## src/hw/rtl/planar_odometry_integrator_macros.svh

```systemverilog
// ----------------------------------------------------------------------------
// Planar odometry integrator assertion macros
// Shared helpers for the concurrent checks of the odometry block.
// ----------------------------------------------------------------------------
`ifndef PLANAR_ODOMETRY_INTEGRATOR_MACROS_SVH
`define PLANAR_ODOMETRY_INTEGRATOR_MACROS_SVH

// Checks that the consequent holds in the same cycle as the antecedent.
`define POI_ASSERT_SAME(label, clk, rst_n, ante, cons, msg) \
  label: assert property (@(posedge clk) disable iff (!rst_n) (ante) |-> (cons)) \
    else $error(msg);

// Checks that the consequent holds in the cycle after the antecedent.
`define POI_ASSERT_NEXT(label, clk, rst_n, ante, cons, msg) \
  label: assert property (@(posedge clk) disable iff (!rst_n) (ante) |=> (cons)) \
    else $error(msg);

`endif

```

## src/hw/rtl/poi_pkg.sv

```systemverilog
// ----------------------------------------------------------------------------
// Planar odometry integrator package
// Widths, reset values, the CORDIC arctangent table and shared types.
// ----------------------------------------------------------------------------
package poi_pkg;

  localparam int ANGLE_BITS_DEF = 16;
  localparam int POS_BITS_DEF   = 48;
  localparam int HEAD_W         = 17;
  localparam int ENC_W          = 16;
  localparam int SCALE_W        = 24;
  localparam logic [SCALE_W-1:0] SCALE_RESET = 24'd16777;

  localparam int PHASE_W      = 32;
  localparam int CORDIC_W     = 34;
  localparam int CORDIC_STEPS = 16;
  localparam int ITER_W       = $clog2(CORDIC_STEPS);
  localparam logic signed [CORDIC_W-1:0] CORDIC_X0 = 34'sd652032874;

  localparam logic [PHASE_W-1:0] ATAN_TBL [CORDIC_STEPS] = '{
    32'h20000000, 32'h12E4051E, 32'h09FB385B, 32'h051111D4,
    32'h028B0D43, 32'h0145D7E1, 32'h00A2F61E, 32'h00517C55,
    32'h0028BE53, 32'h00145F2F, 32'h000A2F98, 32'h000517CC,
    32'h00028BE6, 32'h000145F3, 32'h0000A2FA, 32'h0000517D
  };

  // Queue depth must be a power of two.
  localparam int QUEUE_DEPTH = 2;

  typedef enum logic {
    CMD_INTEGRATE = 1'b0,
    CMD_SET       = 1'b1
  } poi_cmd_t;

  typedef struct packed {
    logic       valid;
    logic       is_set;
    logic [1:0] quad;
  } poi_qctl_t;

endpackage

```

## src/hw/rtl/poi_ifs.sv

```systemverilog
// ----------------------------------------------------------------------------
// Planar odometry integrator channels
// Request, result and configuration channels with valid/ready handshakes.
// ----------------------------------------------------------------------------
interface poi_in_if #(
  parameter int ANGLE_BITS = poi_pkg::ANGLE_BITS_DEF,
  parameter int POS_BITS   = poi_pkg::POS_BITS_DEF
);
  logic                              valid;
  logic                              ready;
  logic                              command;
  logic signed [poi_pkg::ENC_W-1:0]  enc_x_pulses;
  logic signed [poi_pkg::ENC_W-1:0]  enc_y_pulses;
  logic [ANGLE_BITS-1:0]             heading_angle;
  logic signed [poi_pkg::HEAD_W-1:0] heading_degrees;
  logic signed [POS_BITS-1:0]        set_x;
  logic signed [POS_BITS-1:0]        set_y;
  logic signed [poi_pkg::HEAD_W-1:0] set_heading;

  modport source (
    output valid, command, enc_x_pulses, enc_y_pulses, heading_angle,
           heading_degrees, set_x, set_y, set_heading,
    input  ready
  );
  modport sink (
    input  valid, command, enc_x_pulses, enc_y_pulses, heading_angle,
           heading_degrees, set_x, set_y, set_heading,
    output ready
  );
endinterface


```

## src/hw/rtl/poi_front.sv

```systemverilog
// ----------------------------------------------------------------------------
// Planar odometry integrator front end
// Accepts requests, derives the quadrant and residual angle, and queues them.
// ----------------------------------------------------------------------------
module poi_front #(
  parameter int ANGLE_BITS = poi_pkg::ANGLE_BITS_DEF,
  parameter int POS_BITS   = poi_pkg::POS_BITS_DEF
) (
  input  logic                                clk,
  input  logic                                rst_n,
  poi_in_if.sink                              in_if,
  output poi_pkg::poi_qctl_t                  q_ctl,
  input  logic                                q_ready,
  output logic signed [poi_pkg::ENC_W-1:0]    q_ex,
  output logic signed [poi_pkg::ENC_W-1:0]    q_ey,
  output logic signed [poi_pkg::PHASE_W-1:0]  q_z0,
  output logic signed [poi_pkg::HEAD_W-1:0]   q_heading,
  output logic signed [POS_BITS-1:0]          q_set_x,
  output logic signed [POS_BITS-1:0]          q_set_y
);

  localparam int DEPTH = poi_pkg::QUEUE_DEPTH;
  localparam int PTR_W = (DEPTH > 1) ? $clog2(DEPTH) : 1;
  localparam int CNT_W = $clog2(DEPTH + 1);
  localparam int PH_W  = poi_pkg::PHASE_W;

  logic                                set_mem  [DEPTH];
  logic [1:0]                          quad_mem [DEPTH];
  logic signed [poi_pkg::ENC_W-1:0]    ex_mem   [DEPTH];
  logic signed [poi_pkg::ENC_W-1:0]    ey_mem   [DEPTH];
  logic signed [PH_W-1:0]              z0_mem   [DEPTH];
  logic signed [poi_pkg::HEAD_W-1:0]   head_mem [DEPTH];
  logic signed [POS_BITS-1:0]          sx_mem   [DEPTH];
  logic signed [POS_BITS-1:0]          sy_mem   [DEPTH];

  logic [PTR_W-1:0] wr_ptr_r, wr_ptr_nxt;
  logic [PTR_W-1:0] rd_ptr_r, rd_ptr_nxt;
  logic [CNT_W-1:0] count_r, count_nxt;

  logic             push_w;
  logic             pop_w;
  logic             is_set_w;
  logic [PH_W-1:0]  phase_w;
  logic [1:0]       quad_w;
  logic [PH_W-1:0]  z0_w;

  assign in_if.ready = (count_r != CNT_W'(DEPTH));
  assign push_w      = in_if.valid && in_if.ready;
  assign pop_w       = q_ctl.valid && q_ready;
  assign is_set_w    = (in_if.command == poi_pkg::CMD_SET);

  // The angle is split into a quarter turn and a residual within plus or minus
  // one eighth of a turn, which is what the rotation stage iterates on.
  assign phase_w = PH_W'(in_if.heading_angle) << (PH_W - ANGLE_BITS);
  assign quad_w  = phase_w[PH_W-1:PH_W-2] + {1'b0, phase_w[PH_W-3]};
  assign z0_w    = {{2{phase_w[PH_W-3]}}, phase_w[PH_W-3:0]};

  always_comb begin
    wr_ptr_nxt = wr_ptr_r;
    rd_ptr_nxt = rd_ptr_r;
    count_nxt  = count_r;
    if (push_w) begin
      wr_ptr_nxt = wr_ptr_r + PTR_W'(1);
    end
    if (pop_w) begin
      rd_ptr_nxt = rd_ptr_r + PTR_W'(1);
    end
    priority if (push_w && !pop_w) begin
      count_nxt = count_r + CNT_W'(1);
    end else if (pop_w && !push_w) begin
      count_nxt = count_r - CNT_W'(1);
    end else begin
      count_nxt = count_r;
    end
  end

  always_ff @(posedge clk) begin
    if (!rst_n) begin
      wr_ptr_r <= '0;
      rd_ptr_r <= '0;
      count_r  <= '0;
    end else begin
      wr_ptr_r <= wr_ptr_nxt;
      rd_ptr_r <= rd_ptr_nxt;
      count_r  <= count_nxt;
    end
  end

  always_ff @(posedge clk) begin
    if (push_w) begin
      set_mem[wr_ptr_r]  <= is_set_w;
      quad_mem[wr_ptr_r] <= quad_w;
      ex_mem[wr_ptr_r]   <= in_if.enc_x_pulses;
      ey_mem[wr_ptr_r]   <= in_if.enc_y_pulses;
      z0_mem[wr_ptr_r]   <= z0_w;
      head_mem[wr_ptr_r] <= is_set_w ? in_if.set_heading : in_if.heading_degrees;
      sx_mem[wr_ptr_r]   <= in_if.set_x;
      sy_mem[wr_ptr_r]   <= in_if.set_y;
    end
  end

  assign q_ctl.valid  = (count_r != '0);
  assign q_ctl.is_set = set_mem[rd_ptr_r];
  assign q_ctl.quad   = quad_mem[rd_ptr_r];
  assign q_ex         = ex_mem[rd_ptr_r];
  assign q_ey         = ey_mem[rd_ptr_r];
  assign q_z0         = z0_mem[rd_ptr_r];
  assign q_heading    = head_mem[rd_ptr_r];
  assign q_set_x      = sx_mem[rd_ptr_r];
  assign q_set_y      = sy_mem[rd_ptr_r];

endmodule

```

## src/flat_wrapper.sv

```systemverilog
// flat-port wrapper written by rule: the top's interface ports become plain ports
module poi_front_flat 
#(
  parameter int ANGLE_BITS = poi_pkg::ANGLE_BITS_DEF,
  parameter int POS_BITS   = poi_pkg::POS_BITS_DEF
)
  (clk, rst_n, q_ctl, q_ready, q_ex, q_ey, q_z0, q_heading, q_set_x, q_set_y, in_if_valid, in_if_command, in_if_enc_x_pulses, in_if_enc_y_pulses, in_if_heading_angle, in_if_heading_degrees, in_if_set_x, in_if_set_y, in_if_set_heading, in_if_ready);
  poi_in_if #(.ANGLE_BITS(ANGLE_BITS), .POS_BITS(POS_BITS)) in_if_i ();
  input  logic clk;
  input  logic rst_n;
  output poi_pkg::poi_qctl_t q_ctl;
  input  logic q_ready;
  output logic signed [poi_pkg::ENC_W-1:0] q_ex;
  output logic signed [poi_pkg::ENC_W-1:0] q_ey;
  output logic signed [poi_pkg::PHASE_W-1:0] q_z0;
  output logic signed [poi_pkg::HEAD_W-1:0] q_heading;
  output logic signed [POS_BITS-1:0] q_set_x;
  output logic signed [POS_BITS-1:0] q_set_y;
  input wire logic [$bits(in_if_i.valid)-1:0] in_if_valid;
  input wire logic [$bits(in_if_i.command)-1:0] in_if_command;
  input wire logic [$bits(in_if_i.enc_x_pulses)-1:0] in_if_enc_x_pulses;
  input wire logic [$bits(in_if_i.enc_y_pulses)-1:0] in_if_enc_y_pulses;
  input wire logic [$bits(in_if_i.heading_angle)-1:0] in_if_heading_angle;
  input wire logic [$bits(in_if_i.heading_degrees)-1:0] in_if_heading_degrees;
  input wire logic [$bits(in_if_i.set_x)-1:0] in_if_set_x;
  input wire logic [$bits(in_if_i.set_y)-1:0] in_if_set_y;
  input wire logic [$bits(in_if_i.set_heading)-1:0] in_if_set_heading;
  output wire logic [$bits(in_if_i.ready)-1:0] in_if_ready;
  assign in_if_i.valid = in_if_valid;
  assign in_if_i.command = in_if_command;
  assign in_if_i.enc_x_pulses = in_if_enc_x_pulses;
  assign in_if_i.enc_y_pulses = in_if_enc_y_pulses;
  assign in_if_i.heading_angle = in_if_heading_angle;
  assign in_if_i.heading_degrees = in_if_heading_degrees;
  assign in_if_i.set_x = in_if_set_x;
  assign in_if_i.set_y = in_if_set_y;
  assign in_if_i.set_heading = in_if_set_heading;
  assign in_if_ready = in_if_i.ready;
  poi_front #(.ANGLE_BITS(ANGLE_BITS), .POS_BITS(POS_BITS)) u_core (.clk(clk), .rst_n(rst_n), .in_if(in_if_i), .q_ctl(q_ctl), .q_ready(q_ready), .q_ex(q_ex), .q_ey(q_ey), .q_z0(q_z0), .q_heading(q_heading), .q_set_x(q_set_x), .q_set_y(q_set_y));
endmodule
```

## config.mk

```make
export PLATFORM = sky130hd
export DESIGN_NAME = poi_front_flat
export DESIGN_NICKNAME = d
export VERILOG_FILES = /design/src/hw/rtl/planar_odometry_integrator_macros.svh /design/src/hw/rtl/poi_pkg.sv /design/src/hw/rtl/poi_ifs.sv /design/src/hw/rtl/poi_front.sv /design/src/flat_wrapper.sv
export SDC_FILE = /design/constraint.sdc
export NUM_CORES = 1
export LEC_CHECK = 0
export BUFFER_PORTS_ARGS = -buffer_cell sky130_fd_sc_hd__buf_2
export CORE_ASPECT_RATIO = 1.2
export CORE_MARGIN = 2
export CORE_UTILIZATION = 56
export CTS_CLUSTER_SIZE = 30
export DETAILED_ROUTE_END_ITERATION = 7
export GPL_TIMING_DRIVEN = 0
export MAX_ROUTING_LAYER = met4
export PLACE_DENSITY = 0.85
export SLEW_MARGIN = 15
export SYNTH_ARGS = -nofsm -noshare
export SYNTH_HDL_FRONTEND = slang
export SYNTH_SLANG_ARGS = --single-unit
```

## constraint.sdc

```tcl
create_clock -name clk -period 14.6 [get_ports clk]
set_input_delay 2.92 -clock clk [delete_from_list [all_inputs] [get_ports clk]]
set_output_delay 2.92 -clock clk [all_outputs]
set_load 0.01 [all_outputs]
```

==> flow_metrics.py, run 1 <==
metrics = {
    "status": {
        "status": "completed",
    },
    "clocking": {
        "post_cts_resized": 0,
        "cts_tree": "yes",
        "htree_levels": 1,
        "cts_root_buf": "clkbuf_16",
        "cts_sinks": 329,
        "post_cts_buffers": 0,
        "cts_hold_buf": 0,
        "clk_pin_slew_ps": 60,
        "cts_made_buffers": 30,
        "cts.path.max_buffers": 3,
        "worst_skew_pair.late_latency_ps": 550,
    },
    "layout": {
        "drive_gt1_share_pct": 62.22,
        "area_growth_pct": 26.15,
        "fillers": 1362,
        "final_cells": 1273,
        "fin_area_mm2": 0.01591,
        "nets": 1152,
    },
    "sta": {
        "maxSlewViolCount": 0,
        "tightestPinTransition_ps": 582.0,
        "fin_crit_sh_pct": 33.58,
        "fmax_mhz": 204.0,
        "fin_worst_skew_ps": 7.181,
        "rsz0062_at_grt": "false",
        "period_minus_slack_ps": 4903,
        "setup_ws_ps": 9697,
        "hold_violations": 0,
        "relSlewSlack_pct": 61.20,
        "tns_ps": 0,
        "setup_viol_count_final": 0,
    },
    "global_route": {
        "grt_use_met3_pct": 5.575,
        "met1_usage_pct": 21.27,
        "grt_use_total_pct": 20.94,
        "grt_max_degree": 89,
        "busiest_layer": "met2",
        "grt_pass1_vias": 7091,
        "overflow": 0,
        "antenna_found_initial": 4,
        "grt_pass1_wl_mm": 36.95,
        "use_met2_pct": 38.24,
    },
    "placement": {
        "dpl-instance-area_mm2": 0.01487,
        "place_ws_ps": 10000,
        "gp_congestion": 0.7843,
        "hpwl_mm": 16.93,
        "dp.cells": 1214,
        "port_buffers": 348,
    },
    "synthesis": {
        "muxShareOfSynthArea_pct": 18.36,
        "yosys_warnings": 0,
        "synth_compound_area_share_pct": 0.2778,
        "synth_xor_area_share_pct": 0.2778,
        "ys_ff_latch": 329,
        "synth.area.top_cells": "edfxtp_1 77%, mux2_4 9.5%, mux2_2 8.8%",
        "synthAdderAreaFrac_pct": 0.1984,
        "syn_area_per_cell_um2": 22.20,
        "synth_top_area_share_pct": 77.15,
        "ys_seq_area_share_pct": 77.94,
        "yosysTopAreaCell": "edfxtp_1",
        "syn_inst": 568,
        "yosys.area_share.simple_pct": 0.5159,
        "ys_types": 23,
        "synth_top_family_by_area": "multiplexers",
        "syn_area_mm2": 0.01261,
    },
    "critical_path": {
        "arrival_ps": 1980,
        "endpoint_kind": "primary output",
        "slowest_stage": "mux2_2",
        "crit_path_start_kind": "flip-flop",
        "criticalPathCategory": "reg2out",
        "cpMostUsedCell": "buf_2",
        "path_max_fanout": 10,
        "cp.required_ps": 11680,
        "max_stage_delay_ps": 410,
        "cp_cell_sequence": "buf_6, buf_2, mux2_2, buf_4, buf_2",
    },
    "power": {
        "power.static_leakage_nw": 6.252,
        "finalPower_w": 0.002743,
        "power.density_mw_per_mm2": 172.4,
        "peakVddDrop_v": 0.0001383,
    },
    "floorplanning": {
        "dieArea_mm2": 0.02374,
        "fp.dieH_um": 168.4,
        "rows": 60,
        "core-area_mm2": 0.02230,
        "initial_utilization_pct": 56.56,
        "chipWidth_um": 141.0,
        "ioPinCount": 365,
    },
    "job": {
        "cap_violations": 0,
    },
    "routing": {
        "drt_wl_total_mm": 24.86,
        "first_iter_violations": 254,
        "drc": 0,
        "avgRoutedWirePerCell_um": 19.52,
        "vias_per_cell": 5.181,
        "detail-route-antenna-nets": 0,
        "drt_pass1_iterations": 7,
        "vias": 6595,
    },
    "worst_hold_path": {
        "hp-class": "reg2reg",
    },
}
where the power goes:
group | switching (W) | internal (W)
sequential | 0.0000308 | 0.00118
combinational | 0.000364 | 0.000353
clock | 0.000324 | 0.000491
total | 0.000719 | 0.00202
cell usage after synthesis:
master / number
or2_2: 1
buf_2: 10
edfxtp_1: 324
a21boi_1: 1
and2_1: 4
dfxtp_1: 5
o21ai_0: 1
mux2_4: 80
or3_1: 1
and3_1: 1
ha_1: 2
nand2b_4: 1
nand3b_1: 1
o21ai_1: 1
mux2_2: 99
xor2_1: 2
buf_4: 18
a21bo_2: 1
xnor2_1: 2
inv_1: 1
buf_6: 10
conb_1: 1
a21boi_0: 1
worst max-delay path: cells and delay by family, from the launching register on:
kind	cells	cell delay (ps)
muxes	1	410
buffers and inverters	4	700
DFF	1	320
final timing paths:
kind	from	endpoint	slack [ps]	cells past startpoint
min reg2reg	u_core.count_r[1]$_SDFFE_PN0P_	u_core.count_r[1]$_SDFFE_PN0P_	550	2
min	u_core.count_r[1]$_SDFFE_PN0P_	u_core.count_r[1]$_SDFFE_PN0P_	550	2
max reg2reg	u_core.count_r[0]$_SDFFE_PN0P_	u_core.sy_mem[0][41]$_DFFE_PP_	12480	4
max	flip-flop	q_z0[31]	9700	5
sequential cells by signal, indices dropped and copies added (netlist names), named ones only:
name	count
u_core.count_r	2
u_core.ex_mem	32
u_core.ey_mem	32
u_core.head_mem	34
u_core.quad_mem	4
u_core.rd_ptr_r	1
u_core.set_mem	2
u_core.sx_mem	96
u_core.sy_mem	96
u_core.wr_ptr_r	1
u_core.z0_mem	28
per-layer routing:
metal	vias to the layer above	part of all wire, %
li1	3018	-
met1	3213	34
met2	302	54
met3	62	8.0
met4	0	3.6
met5	-	0
kinds of logic after synthesis:
| group | count (synthesis) |
|---|---|
| AOI/OAI and AO/OA | 5 |
| xor gates and xnor gates | 4 |
| adders and majority gates | 2 |
| buffers and inverters | 39 |
| DFF | 329 |
| muxes | 179 |
| other | 1 |
| and+or+nand+nor | 9 |
cells in the final DEF, fill, tap and decap left out:
master     count
buf_2        358
edfxtp_1     324
mux2_2        99
mux2_4        80
clkbuf_16     31
buf_4         18
conb_1        16
buf_6         10
clkinv_1       8
bufinv_16      6
dfxtp_1        5
clkbuf_1       5
diode_2        4
and2_1         4
clkinv_2       4
xor2_1         2
xnor2_1        2
ha_1           2
buf_16         2
buf_12         2
nand2b_4       1
o21ai_1        1
or2_2          1
nand3b_1       1
inv_8          1
and3_4         1
o21ai_0        1
or3_1          1
a21boi_1       1
a21bo_2        1
a21boi_0       1
clkinv_4       1
cell type report:
| class | count | area (um^2) | area share [%] |
|---|---|---|---|
| inverters | 1 | 11.26 | 0.07078 |
| repair buffers | 352 | 1837 | 11.55 |
| clock inverters | 19 | 239.0 | 1.502 |
| flip-flops and latches | 329 | 9829 | 61.79 |
| well taps | 279 | 349.1 | 2.194 |
| clock buffers | 36 | 794.5 | 4.994 |
| plain buffers | 38 | 297.8 | 1.872 |
| diodes | 4 | 10.01 | 0.06292 |
| multi-input cells | 215 | 2541 | 15.97 |
metrics by stage:
step | util [%] | hold WS, ps
2_1_floorplan | - | 512.4
3_3_place_gp | 66.19 | 532.4
3_5_place_dp | 66.67 | 548.7
4_1_cts | 71.31 | 561.4
5_1_grt | 71.35 | 609.7
6_report | 71.35 | 552.6
Note: power is estimated with default switching activity, not from simulation.
==> run 2, diff against run 1 <==
Settings changed: CORE_UTILIZATION 56 to 52, PLACE_DENSITY 0.85 to 0.8.
Clock period 14.6 ns to 5 ns, I/O delays scaled along.
==> flow_metrics.py, run 2 (same netlist as run 1, synthesis figures left out) <==
metrics = {
    "status": {
        "status": "completed",
    },
    "layout": {
        "final_common_cell": "buf_2",
        "area_growth_pct": 26.34,
        "final_util_pct": 66.68,
        "final_cell_mix": "358 x buf_2, 324 x edfxtp_1, 99 x mux2_2",
        "fillers": 1621,
        "final_cells": 1314,
        "reg_top3": "u_core.sx_mem (96), u_core.sy_mem (96), u_core.head_mem (34)",
        "drive_gt1_share_pct": 62.06,
        "nets": 1152,
    },
    "floorplanning": {
        "rows": 62,
        "chipWidth_um": 146.2,
        "core-area_mm2": 0.02389,
        "fp.dieH_um": 174.6,
        "dieArea_mm2": 0.02552,
        "initial_utilization_pct": 52.78,
        "ioPinCount": 365,
    },
    "global_route": {
        "grt_pass1_vias": 7059,
        "grt_pass1_wl_mm": 36.48,
        "antenna_found_initial": 3,
        "grt_use_total_pct": 18.90,
        "overflow": 0,
        "grt_max_degree": 83,
    },
    "sta": {
        "rsz0062_at_grt": "false",
        "maxSlewViolCount": 0,
        "whs_ps": 570.3,
        "fin_worst_skew_ps": 25.18,
        "tns_ps": 0,
        "setup_ws_ps": 2031,
        "relSlewSlack_pct": 58.68,
        "fin_crit_sh_pct": 59.37,
        "period_minus_slack_ps": 2969,
        "hold_violations": 0,
        "fmax_mhz": 336.8,
        "tightestPinTransition_ps": 619.8,
        "setup_viol_count_final": 0,
    },
    "critical_path": {
        "cp.required_ps": 4000,
        "endpoint_kind": "primary output",
        "path_max_fanout": 10,
        "arrival_ps": 1970,
        "criticalPathCategory": "reg2out",
        "crit_path_start_kind": "flip-flop",
    },
    "clocking": {
        "post_cts_resized": 0,
        "cts_sinks": 329,
        "cts_made_buffers": 30,
        "cts_hold_buf": 0,
        "post_cts_buffers": 0,
        "cts.path.max_buffers": 3,
        "worst_skew_pair.late_latency_ps": 550,
        "htree_levels": 1,
        "cts_root_buf": "clkbuf_16",
        "clk_pin_slew_ps": 60,
        "cts_tree": "yes",
    },
    "power": {
        "power_frac_seq_pct": 44.9,
        "peakVddDrop_v": 0.0004871,
        "power.static_leakage_nw": 6.239,
        "power.density_mw_per_mm2": 494.8,
        "power_frac_comb_pct": 26.4,
        "clockPowerShare_pct": 28.7,
        "p_sw_w": 0.002049,
        "p_int_w": 0.005834,
        "power.share.switching_pct": 25.99,
    },
    "routing": {
        "detail-route-antenna-nets": 0,
        "drt_pass1_iterations": 4,
        "first_iter_violations": 315,
        "avgRoutedWirePerCell_um": 18.43,
        "drt_wl_total_mm": 24.22,
        "drc": 0,
        "vias_per_cell": 4.998,
        "vias": 6567,
    },
    "placement": {
        "dp.cells": 1255,
        "hpwl_mm": 16.82,
        "place_ws_ps": 2325,
        "port_buffers": 348,
        "gp_congestion": 0.7527,
    },
    "worst_hold_path": {
        "hp-class": "reg2reg",
    },
    "job": {
        "cap_violations": 0,
    },
}
[run 2: routing by layer]
metal	vias up	track usage (%)	wire, um
li1	3014	-	-
met1	3207	20.42	8655
met2	280	33.96	12930
met3	66	4.047	1717
met4	0	7.524	915
met5	-	-	0
[run 2: metrics by stage]
stage / power (W) / cell area [um^2]
after floorplan: 0.004957 / 12670
after global placement: 0.005690 / 14810
after detailed placement: 0.005698 / 14920
after CTS: 0.007974 / 15930
after global routing: 0.008201 / 15930
final: 0.007883 / 15930
[run 2: power groups by stage]
| stage | clock [W] | sequential [W] | combinational, W |
|---|---|---|---|
| 2_1_floorplan | 0 | 0.00361 | 0.00135 |
| 3_3_place_gp | 0 | 0.00365 | 0.00204 |
| 3_5_place_dp | 0 | 0.00359 | 0.00210 |
| 4_1_cts | 0.00232 | 0.00354 | 0.00212 |
| 5_1_grt | 0.00241 | 0.00356 | 0.00223 |
| 6_report | 0.00226 | 0.00354 | 0.00208 |
[run 2: layout make-up]
| cell class | count | area [um^2] | area share (%) |
|---|---|---|---|
| Clock inverter | 13 | 130.1 | 0.8167 |
| Tap cell | 320 | 400.4 | 2.513 |
| Buffer | 38 | 297.8 | 1.869 |
| Sequential cell | 329 | 9829 | 61.69 |
| Multi-Input combinational cell | 215 | 2541 | 15.95 |
| Antenna cell | 3 | 7.507 | 0.04712 |
| Clock buffer | 43 | 870.8 | 5.466 |
| Timing Repair Buffer | 352 | 1844 | 11.58 |
| Inverter | 1 | 11.26 | 0.07068 |
[run 2: critical path: stages, from the launching register on]
cell     delay, ps
dfxtp_1        320
buf_6          150
buf_2          270
mux2_2         410
buf_4          140
buf_2          130
[run 2: final timing paths]
path,cells after the start,slack (ps),endpoint,start
max,5,2030,q_z0[30],flip-flop
min,2,570,u_core.count_r[1]$_SDFFE_PN0P_,u_core.count_r[1]$_SDFFE_PN0P_
max reg2reg,4,2870,u_core.sx_mem[0][30]$_DFFE_PP_,u_core.count_r[0]$_SDFFE_PN0P_
min reg2reg,2,570,u_core.count_r[1]$_SDFFE_PN0P_,u_core.count_r[1]$_SDFFE_PN0P_
==> run 3, diff against run 2 <==
Clock period 5 ns to 3.1 ns, I/O delays scaled along.
==> flow_metrics.py, run 3 (same netlist as run 1, synthesis figures left out) <==
metrics = {
    "status": {
        "status": "completed",
    },
    "routing": {
        "detail-route-antenna-nets": 0,
        "vias_per_cell": 4.974,
        "drc": 0,
        "drt_wl_total_mm": 24.66,
        "first_iter_violations": 294,
        "vias": 6576,
        "drt_pass1_iterations": 6,
        "avgRoutedWirePerCell_um": 18.65,
    },
    "worst_hold_path": {
        "hp-class": "in2reg",
    },
    "clocking": {
        "cts_hold_buf": 0,
        "post_cts_resized": 0,
        "cts.path.max_buffers": 3,
        "cts_sinks": 329,
        "cts_tree": "yes",
        "cts_made_buffers": 31,
        "post_cts_buffers": 0,
        "worst_skew_pair.late_latency_ps": 550,
        "htree_levels": 1,
        "cts_root_buf": "clkbuf_16",
        "clk_pin_slew_ps": 60,
    },
    "sta": {
        "maxSlewViolCount": 0,
        "period_minus_slack_ps": 2557,
        "tightestPinTransition_ps": 536.6,
        "whs_ps": 251.6,
        "fin_worst_skew_ps": 14.85,
        "relSlewSlack_pct": 64.15,
        "rsz0062_at_grt": "false",
        "fmax_mhz": 391.1,
        "hold_violations": 0,
        "setup_ws_ps": 542.9,
        "fin_crit_sh_pct": 82.49,
        "tns_ps": 0,
        "setup_viol_count_final": 0,
    },
    "power": {
        "p_int_w": 0.009169,
        "clockPowerShare_pct": 27.3,
        "power_frac_seq_pct": 45.4,
        "power.density_mw_per_mm2": 787.5,
        "p_sw_w": 0.003382,
        "peakVddDrop_v": 0.0006713,
        "power.share.switching_pct": 26.95,
        "power_frac_comb_pct": 27.3,
        "power.static_leakage_nw": 6.226,
    },
    "layout": {
        "final_common_cell": "buf_2",
        "fillers": 1641,
        "final_cell_mix": "358 x buf_2, 324 x edfxtp_1, 99 x mux2_2",
        "nets": 1157,
        "drive_gt1_share_pct": 62.25,
        "area_growth_pct": 26.39,
        "reg_top3": "u_core.sx_mem (96), u_core.sy_mem (96), u_core.head_mem (34)",
        "final_util_pct": 66.71,
    },
    "critical_path": {
        "criticalPathCategory": "reg2out",
        "cp-endpoint": "q_z0[31]",
        "cp.required_ps": 2480,
        "rr_worst_depth": 6,
        "r2r_slack_ps": 890,
        "arrival_ps": 1940,
        "crit_path_start_kind": "flip-flop",
        "endpoint_kind": "primary output",
        "path_max_fanout": 10,
        "r2r-end": "u_core.sx_mem[0][31]$_DFFE_PP_",
        "r2r_start": "u_core.count_r[0]$_SDFFE_PN0P_",
    },
    "floorplanning": {
        "fp.dieH_um": 174.6,
        "chipWidth_um": 146.2,
        "rows": 62,
        "core-area_mm2": 0.02389,
        "initial_utilization_pct": 52.78,
        "dieArea_mm2": 0.02552,
        "ioPinCount": 365,
    },
    "job": {
        "cap_violations": 0,
    },
    "global_route": {
        "antenna_found_initial": 5,
        "grt_max_degree": 57,
        "grt_use_total_pct": 19.21,
        "grt_pass1_vias": 6977,
        "grt_pass1_wl_mm": 37.07,
        "overflow": 0,
    },
    "placement": {
        "hpwl_mm": 17.12,
        "port_buffers": 348,
        "place_ws_ps": 666.1,
        "gp_congestion": 0.7587,
    },
}
-- run 3: worst min-delay path by stage --
stage | from | to | slack, ps | cells after the start
2_1_floorplan | u_core.count_r[1]$_SDFFE_PN0P_ | u_core.count_r[1]$_SDFFE_PN0P_ | 510 | 2
3_3_place_gp | u_core.count_r[1]$_SDFFE_PN0P_ | u_core.count_r[1]$_SDFFE_PN0P_ | 530 | 2
3_5_place_dp | u_core.count_r[1]$_SDFFE_PN0P_ | u_core.count_r[1]$_SDFFE_PN0P_ | 560 | 2
4_1_cts | in_if_enc_x_pulses[15] | u_core.ex_mem[0][15]$_DFFE_PP_ | 220 | 1
5_1_grt | in_if_set_x[20] | u_core.sx_mem[1][20]$_DFFE_PP_ | 220 | 1
6_report | in_if_set_y[14] | u_core.sy_mem[0][14]$_DFFE_PP_ | 250 | 1
-- run 3: routing by layer --
layer  global-route usage, %  routed length, um  share of wire (%)  vias up
li1                        -                  -                  -     3025
met1                   21.60               9059                 37     3185
met2                   33.53              12840                 52      300
met3                   4.543               1826                7.4       66
met4                   7.160                932                3.8        0
met5                       -                  0                  0        -
-- run 3: power groups by stage --
stage / sequential [W] / combinational [W] / clock [W]
floorplan: 0.00580 / 0.00217 / 0
global placement: 0.00585 / 0.00330 / 0
detailed placement: 0.00579 / 0.00345 / 0
CTS: 0.00570 / 0.00347 / 0.00352
global route: 0.00574 / 0.00366 / 0.00368
finish: 0.00570 / 0.00342 / 0.00343
-- run 3: layout make-up --
cell class	count	area (um^2)	area share [%]
Antenna cell	6	15.01	0.09420
Clock inverter	22	132.6	0.8321
Timing Repair Buffer	356	1924	12.07
Inverter	1	7.507	0.04710
Clock buffer	35	790.8	4.961
Buffer	38	297.8	1.868
Tap cell	320	400.4	2.512
Multi-Input combinational cell	215	2541	15.94
Sequential cell	329	9829	61.67
-- run 3: worst max-delay path: stages, from the launching register on --
cell	delay, ps
dfxtp_1	320
buf_6	140
buf_2	260
mux2_2	400
buf_4	140
buf_2	130
-- run 3: metrics by stage --
stage	area, um^2	std cells	power, W
final	15940	1322	0.01255
after global routing	15940	1321	0.01308
after CTS	15920	1316	0.01269
after detailed placement	15000	1259	0.009244
after global placement	14810	1251	0.009143
after floorplan	12670	583	0.007975
